==> config.mk <==
export PLATFORM = sky130hd
export DESIGN_NAME = priority_task_scheduler
export DESIGN_NICKNAME = d
export VERILOG_FILES = /design/src/sv/pts_pkg.sv /design/src/sv/pts_ring_store.sv /design/src/sv/priority_task_scheduler.sv
export SDC_FILE = /design/constraint.sdc
export NUM_CORES = 1
export LEC_CHECK = 0
export BUFFER_PORTS_ARGS = -buffer_cell sky130_fd_sc_hd__buf_4
export CORE_MARGIN = 2
export CORE_UTILIZATION = 55
export CTS_CLUSTER_DIAMETER = 120
export DETAILED_ROUTE_END_ITERATION = 10
export GPL_ROUTABILITY_DRIVEN = 0
export GPL_TIMING_DRIVEN = 0
export HOLD_SLACK_MARGIN = 0.02
export PLACE_DENSITY = 0.75
export RECOVER_POWER = 50
export SKIP_LAST_GASP = 1
export SYNTH_ARGS = -nofsm -noshare
export SYNTH_HDL_FRONTEND = slang
export SYNTH_SLANG_ARGS = --single-unit
==> constraint.sdc <==
create_clock -name clk -period 7.7 [get_ports clk]
set_clock_uncertainty 0.1 [all_clocks]
set_input_delay 1.155 -clock clk [delete_from_list [all_inputs] [get_ports clk]]
set_output_delay 1.155 -clock clk [all_outputs]
set_load 0.03 [all_outputs]
==> src/sv/pts_pkg.sv <==
// Shared types and constants for the priority task scheduler.
// Used by pts_ring_store and priority_task_scheduler; depends on nothing.
package pts_pkg;

	// Field widths fixed by the request and response formats
	localparam int unsigned ID_W        = 4;
	localparam int unsigned LVL_FIELD_W = 3;
	localparam int unsigned MAP_W       = 48;
	localparam int unsigned LIMIT_W     = 3;
	localparam int unsigned CFG_IDX_W   = 1;

	// Configuration register indexes
	localparam logic [CFG_IDX_W-1:0] CFG_PRIO_MAP    = 1'b0;
	localparam logic [CFG_IDX_W-1:0] CFG_QUEUE_LIMIT = 1'b1;

	// Reset values of the configuration registers
	localparam logic [MAP_W-1:0]   PRIO_MAP_RESET    = '0;
	localparam logic [LIMIT_W-1:0] QUEUE_LIMIT_RESET = 3'd4;

	// Request codes
	localparam logic [1:0] REQ_ACTIVATE  = 2'd0;
	localparam logic [1:0] REQ_TERMINATE = 2'd1;
	localparam logic [1:0] REQ_QUERY     = 2'd2;

	// Response status codes
	typedef enum logic [1:0] {
		ST_OK      = 2'd0,
		ST_LIMIT   = 2'd1,
		ST_BAD_ID  = 2'd2,
		ST_NO_TERM = 2'd3
	} status_t;

	// Per-task scheduling state
	typedef enum logic [1:0] {
		TS_SUSPENDED = 2'd0,
		TS_READY     = 2'd1,
		TS_RUNNING   = 2'd2
	} task_state_t;

endpackage

==> src/sv/pts_ring_store.sv <==
// Per-level FIFO rings of task ids with head, tail and fill count per level.
// Provides enqueue/dequeue status vectors and a look-ahead head read.
// Depends on pts_pkg.
module pts_ring_store #(
	parameter int unsigned NUM_LEVELS = 8,
	parameter int unsigned RING_DEPTH = 4,
	parameter int unsigned LVL_W      = 3,
	parameter int unsigned PTR_W      = 2,
	parameter int unsigned CNT_W      = 3
) (
	input  logic                       clk,
	input  logic                       arst_n,
	input  logic [CNT_W-1:0]           lim,
	input  logic                       enq_en,
	input  logic [LVL_W-1:0]           enq_level,
	input  logic [pts_pkg::ID_W-1:0]   enq_id,
	input  logic                       deq_en,
	input  logic [LVL_W-1:0]           deq_level,
	input  logic [LVL_W-1:0]           rd_level,
	output logic [NUM_LEVELS-1:0]      can_enq,
	output logic [NUM_LEVELS-1:0]      nonempty,
	output logic [NUM_LEVELS-1:0]      nonempty_nx,
	output logic [pts_pkg::ID_W-1:0]   rd_entry
);

	logic [pts_pkg::ID_W-1:0] entries_q [NUM_LEVELS][RING_DEPTH];
	logic [PTR_W-1:0]         head_q    [NUM_LEVELS];
	logic [PTR_W-1:0]         tail_q    [NUM_LEVELS];
	logic [CNT_W-1:0]         count_q   [NUM_LEVELS];
	logic [PTR_W-1:0]         head_nx   [NUM_LEVELS];
	logic [CNT_W-1:0]         count_nx  [NUM_LEVELS];
	logic [NUM_LEVELS-1:0]    enq_hit;
	logic [NUM_LEVELS-1:0]    deq_hit;

	function automatic logic [PTR_W-1:0] ptr_inc(input logic [PTR_W-1:0] p);
		if (32'(p) == RING_DEPTH - 1)
			return '0;
		return p + PTR_W'(1);
	endfunction

	// Per-level next pointers, counts and status flags
	always_comb begin
		for (int l = 0; l < NUM_LEVELS; l++) begin
			enq_hit[l]     = enq_en && (32'(enq_level) == l);
			deq_hit[l]     = deq_en && (32'(deq_level) == l);
			head_nx[l]     = deq_hit[l] ? ptr_inc(head_q[l]) : head_q[l];
			count_nx[l]    = count_q[l];
			if (enq_hit[l])
				count_nx[l] = count_q[l] + CNT_W'(1);
			else if (deq_hit[l])
				count_nx[l] = count_q[l] - CNT_W'(1);
			can_enq[l]     = count_q[l] < lim;
			nonempty[l]    = count_q[l] != '0;
			nonempty_nx[l] = count_nx[l] != '0;
		end
	end

	// Head of the selected level after this request; bypass a write into an empty ring
	always_comb begin
		if (enq_hit[rd_level] && count_q[rd_level] == '0)
			rd_entry = enq_id;
		else
			rd_entry = entries_q[rd_level][head_nx[rd_level]];
	end

	// Advance ring pointers and counts
	always_ff @(posedge clk or negedge arst_n) begin
		if (!arst_n) begin
			for (int l = 0; l < NUM_LEVELS; l++) begin
				head_q[l]  <= '0;
				tail_q[l]  <= '0;
				count_q[l] <= '0;
			end
		end else begin
			for (int l = 0; l < NUM_LEVELS; l++) begin
				head_q[l]  <= head_nx[l];
				count_q[l] <= count_nx[l];
				if (enq_hit[l])
					tail_q[l] <= ptr_inc(tail_q[l]);
			end
		end
	end

	// Write the enqueued id at the tail slot
	always_ff @(posedge clk) begin
		for (int l = 0; l < NUM_LEVELS; l++) begin
			if (enq_hit[l])
				entries_q[l][tail_q[l]] <= enq_id;
		end
	end

endmodule

==> src/sv/priority_task_scheduler.sv <==
// Priority task scheduler: one FIFO ring per level, highest ready level runs.
// A request is captured in the input stage and then in the result register; both hold while a response waits.
// Throughput: one request per cycle while responses are taken; state update and level select happen in the same cycle.
// Reset clears ring pointers and counts, task states and running level; config to defaults.
// Ring slots are not cleared; only occupied slots are ever read.
module priority_task_scheduler #(
	parameter int unsigned NUM_TASKS  = 16,
	parameter int unsigned NUM_LEVELS = 8,
	parameter int unsigned RING_DEPTH = 4
) (
	input  logic                            clk,
	input  logic                            arst_n,
	// Configuration writes
	input  logic                            cfg_we,
	input  logic [pts_pkg::CFG_IDX_W-1:0]   cfg_index,
	input  logic [pts_pkg::MAP_W-1:0]       cfg_data,
	// Request channel
	input  logic                            req_valid,
	output logic                            req_ready,
	input  logic [1:0]                      req_type,
	input  logic [pts_pkg::ID_W-1:0]        task_id,
	// Response channel
	output logic                            rsp_valid,
	input  logic                            rsp_ready,
	output logic [1:0]                      status,
	output logic [1:0]                      task_state,
	output logic [pts_pkg::ID_W-1:0]        current_task,
	output logic                            current_valid,
	output logic [pts_pkg::LVL_FIELD_W-1:0] current_level,
	output logic                            switch_needed
);

	localparam int unsigned LVL_W = (NUM_LEVELS > 1) ? $clog2(NUM_LEVELS) : 1;
	localparam int unsigned PTR_W = (RING_DEPTH > 1) ? $clog2(RING_DEPTH) : 1;
	localparam int unsigned CNT_W = $clog2(RING_DEPTH + 1);

	// Configuration registers
	logic [pts_pkg::MAP_W-1:0]   prio_map_q;
	logic [pts_pkg::LIMIT_W-1:0] queue_limit_q;

	// Input stage
	logic                        valid_s1;
	logic [1:0]                  req_s1;
	logic [pts_pkg::ID_W-1:0]    id_s1;

	// Scheduler state
	pts_pkg::task_state_t        tstate_q [NUM_TASKS];
	logic                        run_valid_q;
	logic [LVL_W-1:0]            run_level_q;
	logic [pts_pkg::ID_W-1:0]    cur_task_q;

	// Result register
	logic                        rsp_valid_q;
	pts_pkg::status_t            status_q;
	pts_pkg::task_state_t        tstate_out_q;
	logic [pts_pkg::ID_W-1:0]    cur_out_q;
	logic                        cur_valid_q;
	logic [LVL_W-1:0]            level_out_q;
	logic                        switch_q;

	// Datapath
	logic                        proceed;
	logic                        fire;
	logic                        id_ok;
	logic [pts_pkg::LVL_FIELD_W-1:0] raw_level;
	logic [LVL_W-1:0]            act_level;
	logic [CNT_W-1:0]            eff_lim;
	logic                        enq_en;
	logic                        deq_en;
	logic [NUM_LEVELS-1:0]       can_enq;
	logic [NUM_LEVELS-1:0]       nonempty;
	logic [NUM_LEVELS-1:0]       nonempty_nx;
	logic [pts_pkg::ID_W-1:0]    head_entry;
	logic                        sel_valid;
	logic [LVL_W-1:0]            sel_level;
	logic                        sw;
	logic                        demote;
	pts_pkg::status_t            status_nx;
	pts_pkg::task_state_t        query_state;
	pts_pkg::task_state_t        tstate_nx [NUM_TASKS];
	logic [NUM_TASKS-1:0]        running_flags;

	// Hold configuration
	always_ff @(posedge clk or negedge arst_n) begin
		if (!arst_n) begin
			prio_map_q    <= pts_pkg::PRIO_MAP_RESET;
			queue_limit_q <= pts_pkg::QUEUE_LIMIT_RESET;
		end else if (cfg_we) begin
			case (cfg_index)
				pts_pkg::CFG_PRIO_MAP:    prio_map_q    <= cfg_data;
				pts_pkg::CFG_QUEUE_LIMIT: queue_limit_q <= cfg_data[pts_pkg::LIMIT_W-1:0];
				default: ;
			endcase
		end
	end

	// Handshake: the input stage drains whenever the result register can take a value
	assign proceed   = !rsp_valid_q || rsp_ready;
	assign fire      = valid_s1 && proceed;
	assign req_ready = !valid_s1 || proceed;

	// Capture the request
	always_ff @(posedge clk or negedge arst_n) begin
		if (!arst_n)
			valid_s1 <= 1'b0;
		else if (req_ready)
			valid_s1 <= req_valid;
	end

	always_ff @(posedge clk) begin
		if (req_valid && req_ready) begin
			req_s1 <= req_type;
			id_s1  <= task_id;
		end
	end

	// Level of the requested task and the effective ring limit
	always_comb begin
		id_ok     = 32'(id_s1) < NUM_TASKS;
		raw_level = prio_map_q[pts_pkg::LVL_FIELD_W * int'(id_s1) +: pts_pkg::LVL_FIELD_W];
		if (32'(raw_level) >= NUM_LEVELS)
			act_level = LVL_W'(NUM_LEVELS - 1);
		else
			act_level = LVL_W'(raw_level);
		if (32'(queue_limit_q) > RING_DEPTH)
			eff_lim = CNT_W'(RING_DEPTH);
		else
			eff_lim = CNT_W'(queue_limit_q);
	end

	// Decode the request into ring operations and a status
	always_comb begin
		enq_en    = 1'b0;
		deq_en    = 1'b0;
		status_nx = pts_pkg::ST_OK;
		case (req_s1)
			pts_pkg::REQ_ACTIVATE: begin
				if (!id_ok)
					status_nx = pts_pkg::ST_BAD_ID;
				else if (can_enq[act_level])
					enq_en = fire;
				else
					status_nx = pts_pkg::ST_LIMIT;
			end
			pts_pkg::REQ_TERMINATE: begin
				if (run_valid_q && nonempty[run_level_q])
					deq_en = fire;
				else
					status_nx = pts_pkg::ST_NO_TERM;
			end
			pts_pkg::REQ_QUERY: begin
				if (!id_ok)
					status_nx = pts_pkg::ST_BAD_ID;
			end
			default: ;
		endcase
	end

	pts_ring_store #(
		.NUM_LEVELS (NUM_LEVELS),
		.RING_DEPTH (RING_DEPTH),
		.LVL_W      (LVL_W),
		.PTR_W      (PTR_W),
		.CNT_W      (CNT_W)
	) u_rings (
		.clk         (clk),
		.arst_n      (arst_n),
		.lim         (eff_lim),
		.enq_en      (enq_en),
		.enq_level   (act_level),
		.enq_id      (id_s1),
		.deq_en      (deq_en),
		.deq_level   (run_level_q),
		.rd_level    (sel_level),
		.can_enq     (can_enq),
		.nonempty    (nonempty),
		.nonempty_nx (nonempty_nx),
		.rd_entry    (head_entry)
	);

	// Select the highest ready level after this request
	always_comb begin
		sel_valid = 1'b0;
		sel_level = '0;
		for (int l = 0; l < NUM_LEVELS; l++) begin
			if (nonempty_nx[l]) begin
				sel_valid = 1'b1;
				sel_level = LVL_W'(l);
			end
		end
		sw = (sel_valid != run_valid_q) || (sel_valid && sel_level != run_level_q);
	end

	// Query read of the task state before this request's update
	always_comb begin
		query_state = pts_pkg::TS_SUSPENDED;
		for (int t = 0; t < NUM_TASKS; t++) begin
			if (req_s1 == pts_pkg::REQ_QUERY && 32'(id_s1) == t)
				query_state = tstate_q[t];
		end
	end

	// Task state update: request effect, then preemption, then the new running head.
	// The running task is always the head of the running level, so it is the one
	// dequeued by a terminate and the one pushed back to ready on a level change.
	always_comb begin
		demote = 1'b0;
		for (int t = 0; t < NUM_TASKS; t++) begin
			tstate_nx[t] = tstate_q[t];
			if (enq_en && 32'(id_s1) == t && tstate_q[t] == pts_pkg::TS_SUSPENDED)
				tstate_nx[t] = pts_pkg::TS_READY;
			if (deq_en && 32'(cur_task_q) == t)
				tstate_nx[t] = pts_pkg::TS_SUSPENDED;
			if (sw && run_valid_q && nonempty_nx[run_level_q] && 32'(cur_task_q) == t
				&& tstate_nx[t] == pts_pkg::TS_RUNNING) begin
				tstate_nx[t] = pts_pkg::TS_READY;
				demote = 1'b1;
			end
			if (sel_valid && 32'(head_entry) == t)
				tstate_nx[t] = pts_pkg::TS_RUNNING;
		end
	end

	// Commit scheduler state
	always_ff @(posedge clk or negedge arst_n) begin
		if (!arst_n) begin
			for (int t = 0; t < NUM_TASKS; t++)
				tstate_q[t] <= pts_pkg::TS_SUSPENDED;
			run_valid_q <= 1'b0;
			run_level_q <= '0;
			cur_task_q  <= '0;
		end else if (fire) begin
			for (int t = 0; t < NUM_TASKS; t++)
				tstate_q[t] <= tstate_nx[t];
			run_valid_q <= sel_valid;
			run_level_q <= sel_level;
			cur_task_q  <= sel_valid ? head_entry : '0;
		end
	end

	// Result register
	always_ff @(posedge clk or negedge arst_n) begin
		if (!arst_n)
			rsp_valid_q <= 1'b0;
		else if (fire)
			rsp_valid_q <= 1'b1;
		else if (rsp_ready)
			rsp_valid_q <= 1'b0;
	end

	always_ff @(posedge clk) begin
		if (fire) begin
			status_q     <= status_nx;
			tstate_out_q <= (req_s1 == pts_pkg::REQ_QUERY && id_ok) ? query_state
				: pts_pkg::TS_SUSPENDED;
			cur_out_q    <= sel_valid ? head_entry : '0;
			cur_valid_q  <= sel_valid;
			level_out_q  <= sel_level;
			switch_q     <= sw;
		end
	end

	assign rsp_valid     = rsp_valid_q;
	assign status        = status_q;
	assign task_state    = tstate_out_q;
	assign current_task  = cur_out_q;
	assign current_valid = cur_valid_q;
	assign current_level = pts_pkg::LVL_FIELD_W'(level_out_q);
	assign switch_needed = switch_q;

	// Running flags for the checks below
	always_comb begin
		for (int t = 0; t < NUM_TASKS; t++)
			running_flags[t] = tstate_q[t] == pts_pkg::TS_RUNNING;
	end

	// The running level always holds at least one queued task
	a_run_level_nonempty: assert property (@(posedge clk) disable iff (!arst_n)
		run_valid_q |-> nonempty[run_level_q])
		else $error("running level has an empty ring");

	// No running level means nothing is queued and no task is running
	a_idle_when_empty: assert property (@(posedge clk) disable iff (!arst_n)
		!run_valid_q |-> (nonempty == '0 && running_flags == '0))
		else $error("no level running but rings or tasks are active");

	// At most one task runs at a time
	a_single_runner: assert property (@(posedge clk) disable iff (!arst_n)
		$countones(running_flags) <= 1)
		else $error("more than one task running");

	// The tracked running task is the one marked running
	a_cur_task_running: assert property (@(posedge clk) disable iff (!arst_n)
		run_valid_q |-> running_flags[cur_task_q])
		else $error("tracked running task not in running state");

	// A preemption only happens on a level change
	a_demote_on_switch: assert property (@(posedge clk) disable iff (!arst_n)
		(fire && demote) |-> (sw && run_valid_q))
		else $error("task preempted without a level switch");

endmodule
==> flow_metrics.tcl, run 1 <==
set metrics [dict create \
    slowest_delay_ns 0.92 \
    die_w_um 176.2 \
    cts-root-buf "clkbuf_16" \
    vias 12930 \
    end_kind "flop" \
    core_mm2 0.02940 \
    postRouteAntennaNets 0 \
    finalSetupViolCount 0 \
    drc 0 \
    grt_pass1_wl_um 71240 \
    syn_nets 1605 \
    crit_arrival_ns 7.74 \
    yosys.area.top_type "edfxtp_1" \
    final_area_mm2 0.01837 \
    die_area_mm2 0.03104 \
    wl_per_cell_um 23.05 \
    maxCapViolCount 2 \
    timing.final.crit_share_pct 95.80 \
    ff_latch_area_mm2 0.008144 \
    synth_top_area_share_pct 27.07 \
    synth_cell_types 102 \
    ir_drop_mv 0.2020 \
    fillers 2332 \
    status "complete, but fails checks" \
    finalHoldViolations 0 \
    cp.required_ns 8.07 \
    holdCritStartpoint "prio_map_q[45]" \
    p_leak_nw 7.386 \
    hp-class "flop to flop" \
    ys_ff_latch 296 \
    synth_ff_type "dfrtp_1" \
    yosysWarnings 0 \
    io_pins 75 \
    critPathTopFamily "compound AO/OA/AOI/OAI gates" \
    violations "max-capacitance violations, max-slew violations" \
    syn_inst 1465 \
    synth_edf_count 147 \
    num_rows 63 \
    dp.cells 1930 \
    h-tree-depth 1 \
    worstSetupStartpointType "flop" \
    r2r-end "tstate_q[22]" \
    slowest_stage "edfxtp_1" \
    r2r_start "id_s1[1]" \
    min_to "prio_map_q[45]" \
    max_freq_mhz 135.6 \
    drt-pass1-iter-count 6 \
    postSynth.asyncResetShare_pct 50.34 \
    clkLatencyLatePin_ns 0.56 \
    clk_pin_slew_ns 0.06 \
    track_usage_pct 29.77 \
    via_per_inst 6.495 \
    clock_path_buffers 3 \
    gr-total-overflow 0 \
    avgSynthCellArea_um2 11.13 \
    reg2reg_depth 18 \
    r2r_slack_ns 0.32 \
    path_cells "buf_2, nor2b_1, clkbuf_1, a22o_1, o21ai_1, a221oi_1, and2_1, mux2_2, a21oi_1, o31a_1, buf_4, inv_2, xnor2_1, a311oi_2, nor3b_2, nor2b_1, a31oi_1, o31ai_1" \
    synth.most_common_cell "dfrtp_1" \
    ys_seq_area_share_pct 49.94 \
    port_buffers 74 \
    cts_tree "yes" \
    clock_sinks 296 \
    path_buf_inv 4 \
    synthTopCellsByArea "edfxtp_1 (27%), dfrtp_1 (23%), ha_1 (6.1%)" \
    worstMarginPinSlew_ns 3.076 \
    min_path_cells 1 \
    nets 1717 \
    wirelength_um 45880 \
    drive_above_1_share_pct 16.75 \
    drv_slew 152 \
    powerDensity_mw_per_mm2 324.2 \
    drt-initial-drc-count 1538 \
    max-slew-margin-rel_pct -105.1 \
    antenna_found_initial 0 \
    area_delta_synth_final_pct 12.64 \
    grt_max_degree 99 \
    worstPathMaxFanout 18 \
    initial_core_util_pct 55.46 \
    rsz0062_at_grt "no" \
    path_common_cell "nor2b_1" \
    diodes 0 \
    dp_hpwl_um 32730 \
    dpl_cell_area_mm2 0.01738 \
    synth_common_cells "dfrtp_1 (148), edfxtp_1 (147), nand2_1 (110)" \
    multi_input_area_mm2 0.007597 \
    fin_cells 1990 \
    first_global_vias 12710 \
    period_needed_ns 7.376 \
    die_y_um 176.2 \
    numCtsBuffers 31 \
    crit_type "flop to flop" \
    syn_area_mm2 0.01631 \
]
worst register-to-register path, stage by stage, from the launching register on:
cell	delay [ns]
edfxtp_1	0.92
buf_2	0.37
nor2b_1	0.15
clkbuf_1	0.28
a22o_1	0.28
o21ai_1	0.19
a221oi_1	0.81
and2_1	0.30
mux2_2	0.48
a21oi_1	0.39
o31a_1	0.23
buf_4	0.24
inv_2	0.16
xnor2_1	0.19
a311oi_2	0.70
nor3b_2	0.62
nor2b_1	0.48
a31oi_1	0.17
o31ai_1	0.24
flip-flops by register name (all words and copies together) (netlist names), 2 cells and up:
register / cells
cur_task_q: 4
current_level: 3
current_task: 4
id_s1: 4
prio_map_q: 48
queue_limit_q: 3
req_s1: 2
run_level_q: 3
status: 2
task_state: 2
tstate_q: 32
u_rings.count_q: 24
u_rings.entries_q: 128
u_rings.head_q: 16
u_rings.tail_q: 16
where the power goes:
group,internal (mW),switching [mW]
combinational,0.840,1.46
clock,0.855,0.618
sequential,1.93,0.251
final cells by class:
cell class / instances / share of cell area (%)
clock inverters: 17 / 0.8992
flip-flops and latches: 296 / 44.34
multi-input cells: 1033 / 41.36
well taps: 390 / 2.657
plain buffers: 64 / 1.649
inverters: 72 / 1.485
clock buffers: 39 / 4.496
repair buffers: 79 / 3.113
per-layer routing:
layer  vias to the layer above  share of wire [%]  global-route usage (%)
li1                       5762                  -                       -
met1                      6277                 40                   40.11
met2                       727                 46                   47.42
met3                       159                9.4                   5.706
met4                         0                5.1                   12.67
met5                         -                  0                       0
worst max-delay path by stage:
stage	start	endpoint	slack, ns	cells after the start
6_report	id_s1[1]	tstate_q[22]	0.32	18
2_1_floorplan	id_s1[0]	tstate_q[2]	2.24	20
3_5_place_dp	id_s1[1]	tstate_q[22]	-0.07	18
4_1_cts	id_s1[1]	tstate_q[22]	0.24	18
3_3_place_gp	id_s1[1]	tstate_q[22]	0.003	18
5_1_grt	id_s1[1]	tstate_q[20]	0.13	18
cell usage in the layout, fill, tap and decap left out, drive strengths merged, types with 7 or more instances in the layout:
cell and n:
a211oi 14, a21o 13, a21oi 86, a221oi 11, a22oi 7, a31oi 16
and2 32, and3 29, buf 85, clkbuf 97, clkinv 13, dfrtp 148
edfxtp 147, ha 80, inv 71, mux2 76, mux2i 53, mux4 14
nand2 110, nand2b 9, nand3 45, nand4 12, nor2 74, nor2b 16
nor3 43, nor4 10, o211ai 15, o21ai 81, o221ai 8, o22ai 15
o31ai 21, or2 8, or3 8, xnor2 11
per-stage QoR:
stage	setup TNS, ns	utilization (%)	setup WS (ns)	hold slack [ns]	power, mW
after floorplan	0	-	2.240	0.3667	3.696
after CTS	0	62.68	0.2350	0.4073	5.897
final	0	62.47	0.3237	0.4044	5.955
after global placement	0	59.01	0.002962	0.3854	4.343
after global routing	0	62.47	0.1333	0.4110	6.249
after detailed placement	-0.1706	59.12	-0.07066	0.3934	4.422
kinds of logic (layout without fill, tap and decap cells):
group,Yosys count,count (layout),share of synthesized area (%)
mux,143,143,10.44
simple gates,429,429,13.81
xor+xnor,14,14,0.7520
buf+inv,136,271,3.529
fa+ha+maj,80,80,6.138
compound gates,367,367,15.39
flops,296,296,49.94
what timing repair did:
action / in CTS / in global routing
endpoints found under the hold margin: 0 / 0
endpoints found under the setup margin: 3 / 3
hold buffers: 0 / 0
resized for setup: 0 / 1
buffers inserted: 3 / 0
(Power assumes the default switching activity.)
==> run 2, diff against run 1 <==
--- a/config.mk
+++ b/config.mk
@@ -13,7 +13,7 @@
 export GPL_ROUTABILITY_DRIVEN = 0
 export GPL_TIMING_DRIVEN = 0
 export HOLD_SLACK_MARGIN = 0.02
-export PLACE_DENSITY = 0.75
+export PLACE_DENSITY = 0.74
 export RECOVER_POWER = 50
 export SKIP_LAST_GASP = 1
 export SYNTH_ARGS = -nofsm -noshare
==> run 2 against run 1 <==
The flow still finishes with violations (max-capacitance violations, max-slew violations). Count of clock-buffer cells in the layout decreased by 2. Critical path depth increased by 3. Die area unchanged. Critical path type unchanged. Sequential power about the same. Total power increased by 1.7%. Fmax increased by 1.5%. Worst hold slack got worse by 0.00089 ns. Highest routed layer unchanged. Final cell count increased by 0.20%. Register-to-register slack improved by 0.11 ns. Clock power increased by 6%. Sequential share of layout area decreased by 0.16 points.
==> flow_metrics.tcl, run 2 (same netlist as run 1, synthesis figures left out) <==
set metrics [dict create \
    violations "max-capacitance violations, max-slew violations" \
    postRouteAntennaNets 0 \
    cts-root-buf "clkbuf_16" \
    cp-endpoint "tstate_q[14]" \
    clk_pin_slew_ns 0.06 \
    die_y_um 176.2 \
    r2r_start "id_s1[0]" \
    crit_arrival_ns 7.62 \
    timing.final.crit_share_pct 94.34 \
    drt-pass1-iter-count 6 \
    startpoint "id_s1[0]" \
    num_rows 63 \
    core_mm2 0.02940 \
    dp.cells 1930 \
    worstMarginPinSlew_ns 3.472 \
    clkLatencyLatePin_ns 0.57 \
    die_w_um 176.2 \
    antenna_found_initial 0 \
    h-tree-depth 1 \
    numCtsBuffers 31 \
    max_freq_mhz 137.7 \
    cp.required_ns 8.05 \
    initial_core_util_pct 55.46 \
    postCtsHoldBufs 0 \
    status "complete, but fails checks" \
    track_usage_pct 29.92 \
    port_buffers 74 \
    crit_type "flop to flop" \
    worstSetupStartpointType "flop" \
    io_pins 75 \
    finalSetupViolCount 0 \
    area_delta_synth_final_pct 13.04 \
    gr-total-overflow 0 \
    grt_pass1_wl_um 71960 \
    wirelength_um 45870 \
    finalHoldViolations 0 \
    period_needed_ns 7.265 \
    diodes 0 \
    drv_slew 152 \
    reg2reg_depth 21 \
    cts_tree "yes" \
    max-slew-margin-rel_pct -131.4 \
    p_leak_nw 7.407 \
    clock_sinks 296 \
    die_area_mm2 0.03104 \
    drt-initial-drc-count 1554 \
    r2r-end "tstate_q[14]" \
    vias 13020 \
    grt_max_degree 90 \
    dpl_cell_area_mm2 0.01738 \
    end_kind "flop" \
    first_global_vias 12700 \
    nets 1720 \
    wl_per_cell_um 23.01 \
    maxCapViolCount 2 \
    via_per_inst 6.531 \
    fin_cells 1994 \
    rsz0062_at_grt "no" \
    largest_reg_flops 128 \
    hp-class "flop to flop" \
    layout_common_cells "dfrtp_1 (148), edfxtp_1 (147), nand2_1 (110)" \
    final_area_mm2 0.01843 \
    dp_hpwl_um 32240 \
    drc 0 \
    drive_above_1_share_pct 16.71 \
    worstPathMaxFanout 18 \
    powerDensity_mw_per_mm2 328.5 \
    clock_path_buffers 3 \
    timing.setup.tns_ns 0 \
    final_common_cell "dfrtp_1" \
    r2r_slack_ns 0.44 \
    ir_drop_mv 0.2017 \
]
==> run 2: power breakdown <==
part / internal [mW] / total (mW) / switching (mW)
clock: 0.914 / 1.56 / 0.642
sequential: 1.93 / 2.18 / 0.253
combinational: 0.840 / 2.32 / 1.48
total: 3.69 / 6.06 / 2.37
==> run 2: repair_timing <==
| action | in CTS | in global routing |
|---|---|---|
| endpoints found under the setup margin | 3 | 3 |
| resized for setup | 0 | 1 |
| gates cloned | 0 | 0 |
| setup buffers | 3 | 3 |
==> run 2: worst max-delay path, cell delays in order, from the launching register on <==
cell	delay, ns
edfxtp_1	0.88
buf_6	0.23
buf_6	0.18
buf_6	0.20
mux2i_1	0.12
a22oi_1	0.24
nand2_1	0.10
o31ai_2	0.50
clkbuf_1	0.39
o211ai_1	0.19
a32o_1	0.32
a211o_1	0.30
buf_4	0.21
a21oi_2	0.27
clkbuf_1	0.67
o221ai_1	0.35
a21oi_1	0.21
or3_1	0.14
a21oi_2	0.09
o31ai_1	0.74
nand4_1	0.39
o221a_1	0.33
==> run 2: cell type report <==
type                       instances  area, µm²
fill                            2305      10970
multi-input combinational       1033       7597
clock inverter                    20      236.5
inverter                          72      272.8
sequential                       296       8144
tap                              390      488.0
clock buffer                      37      808.3
buffer                            64      302.8
timing repair buffer              82      584.3
==> run 2: worst min path at each step <==
stage                        start             end  slack (ns)  depth (start not counted)
floorplan             tstate_q[22]    tstate_q[22]        0.37                          2
global placement    prio_map_q[37]  prio_map_q[37]        0.38                          1
detailed placement  prio_map_q[39]  prio_map_q[39]        0.39                          1
CTS                 prio_map_q[44]  prio_map_q[44]        0.41                          1
global route        prio_map_q[44]  prio_map_q[44]        0.42                          1
finish              prio_map_q[43]  prio_map_q[43]        0.40                          1
==> run 2: metrics by stage <==
stage                     hold slack, ns  util [%]  power, mW  setup slack [ns]
final                             0.4035     62.70      6.056            0.4355
after global routing              0.4221     62.70      6.343            0.2065
after CTS                         0.4078     62.82      5.993            0.2089
after detailed placement          0.3923     59.12      4.428          -0.05624
after global placement            0.3845     59.01      4.354          -0.04546
after floorplan                   0.3667         -      3.696             2.240
==> run 2: per-layer routing <==
metal,vias to the layer above,wire length [µm],GRT usage [%]
met5,-,0,0
met4,0,2167,11.71
met3,144,4594,5.276
met2,782,20860,48.07
met1,6324,18250,40.67
li1,5772,-,-
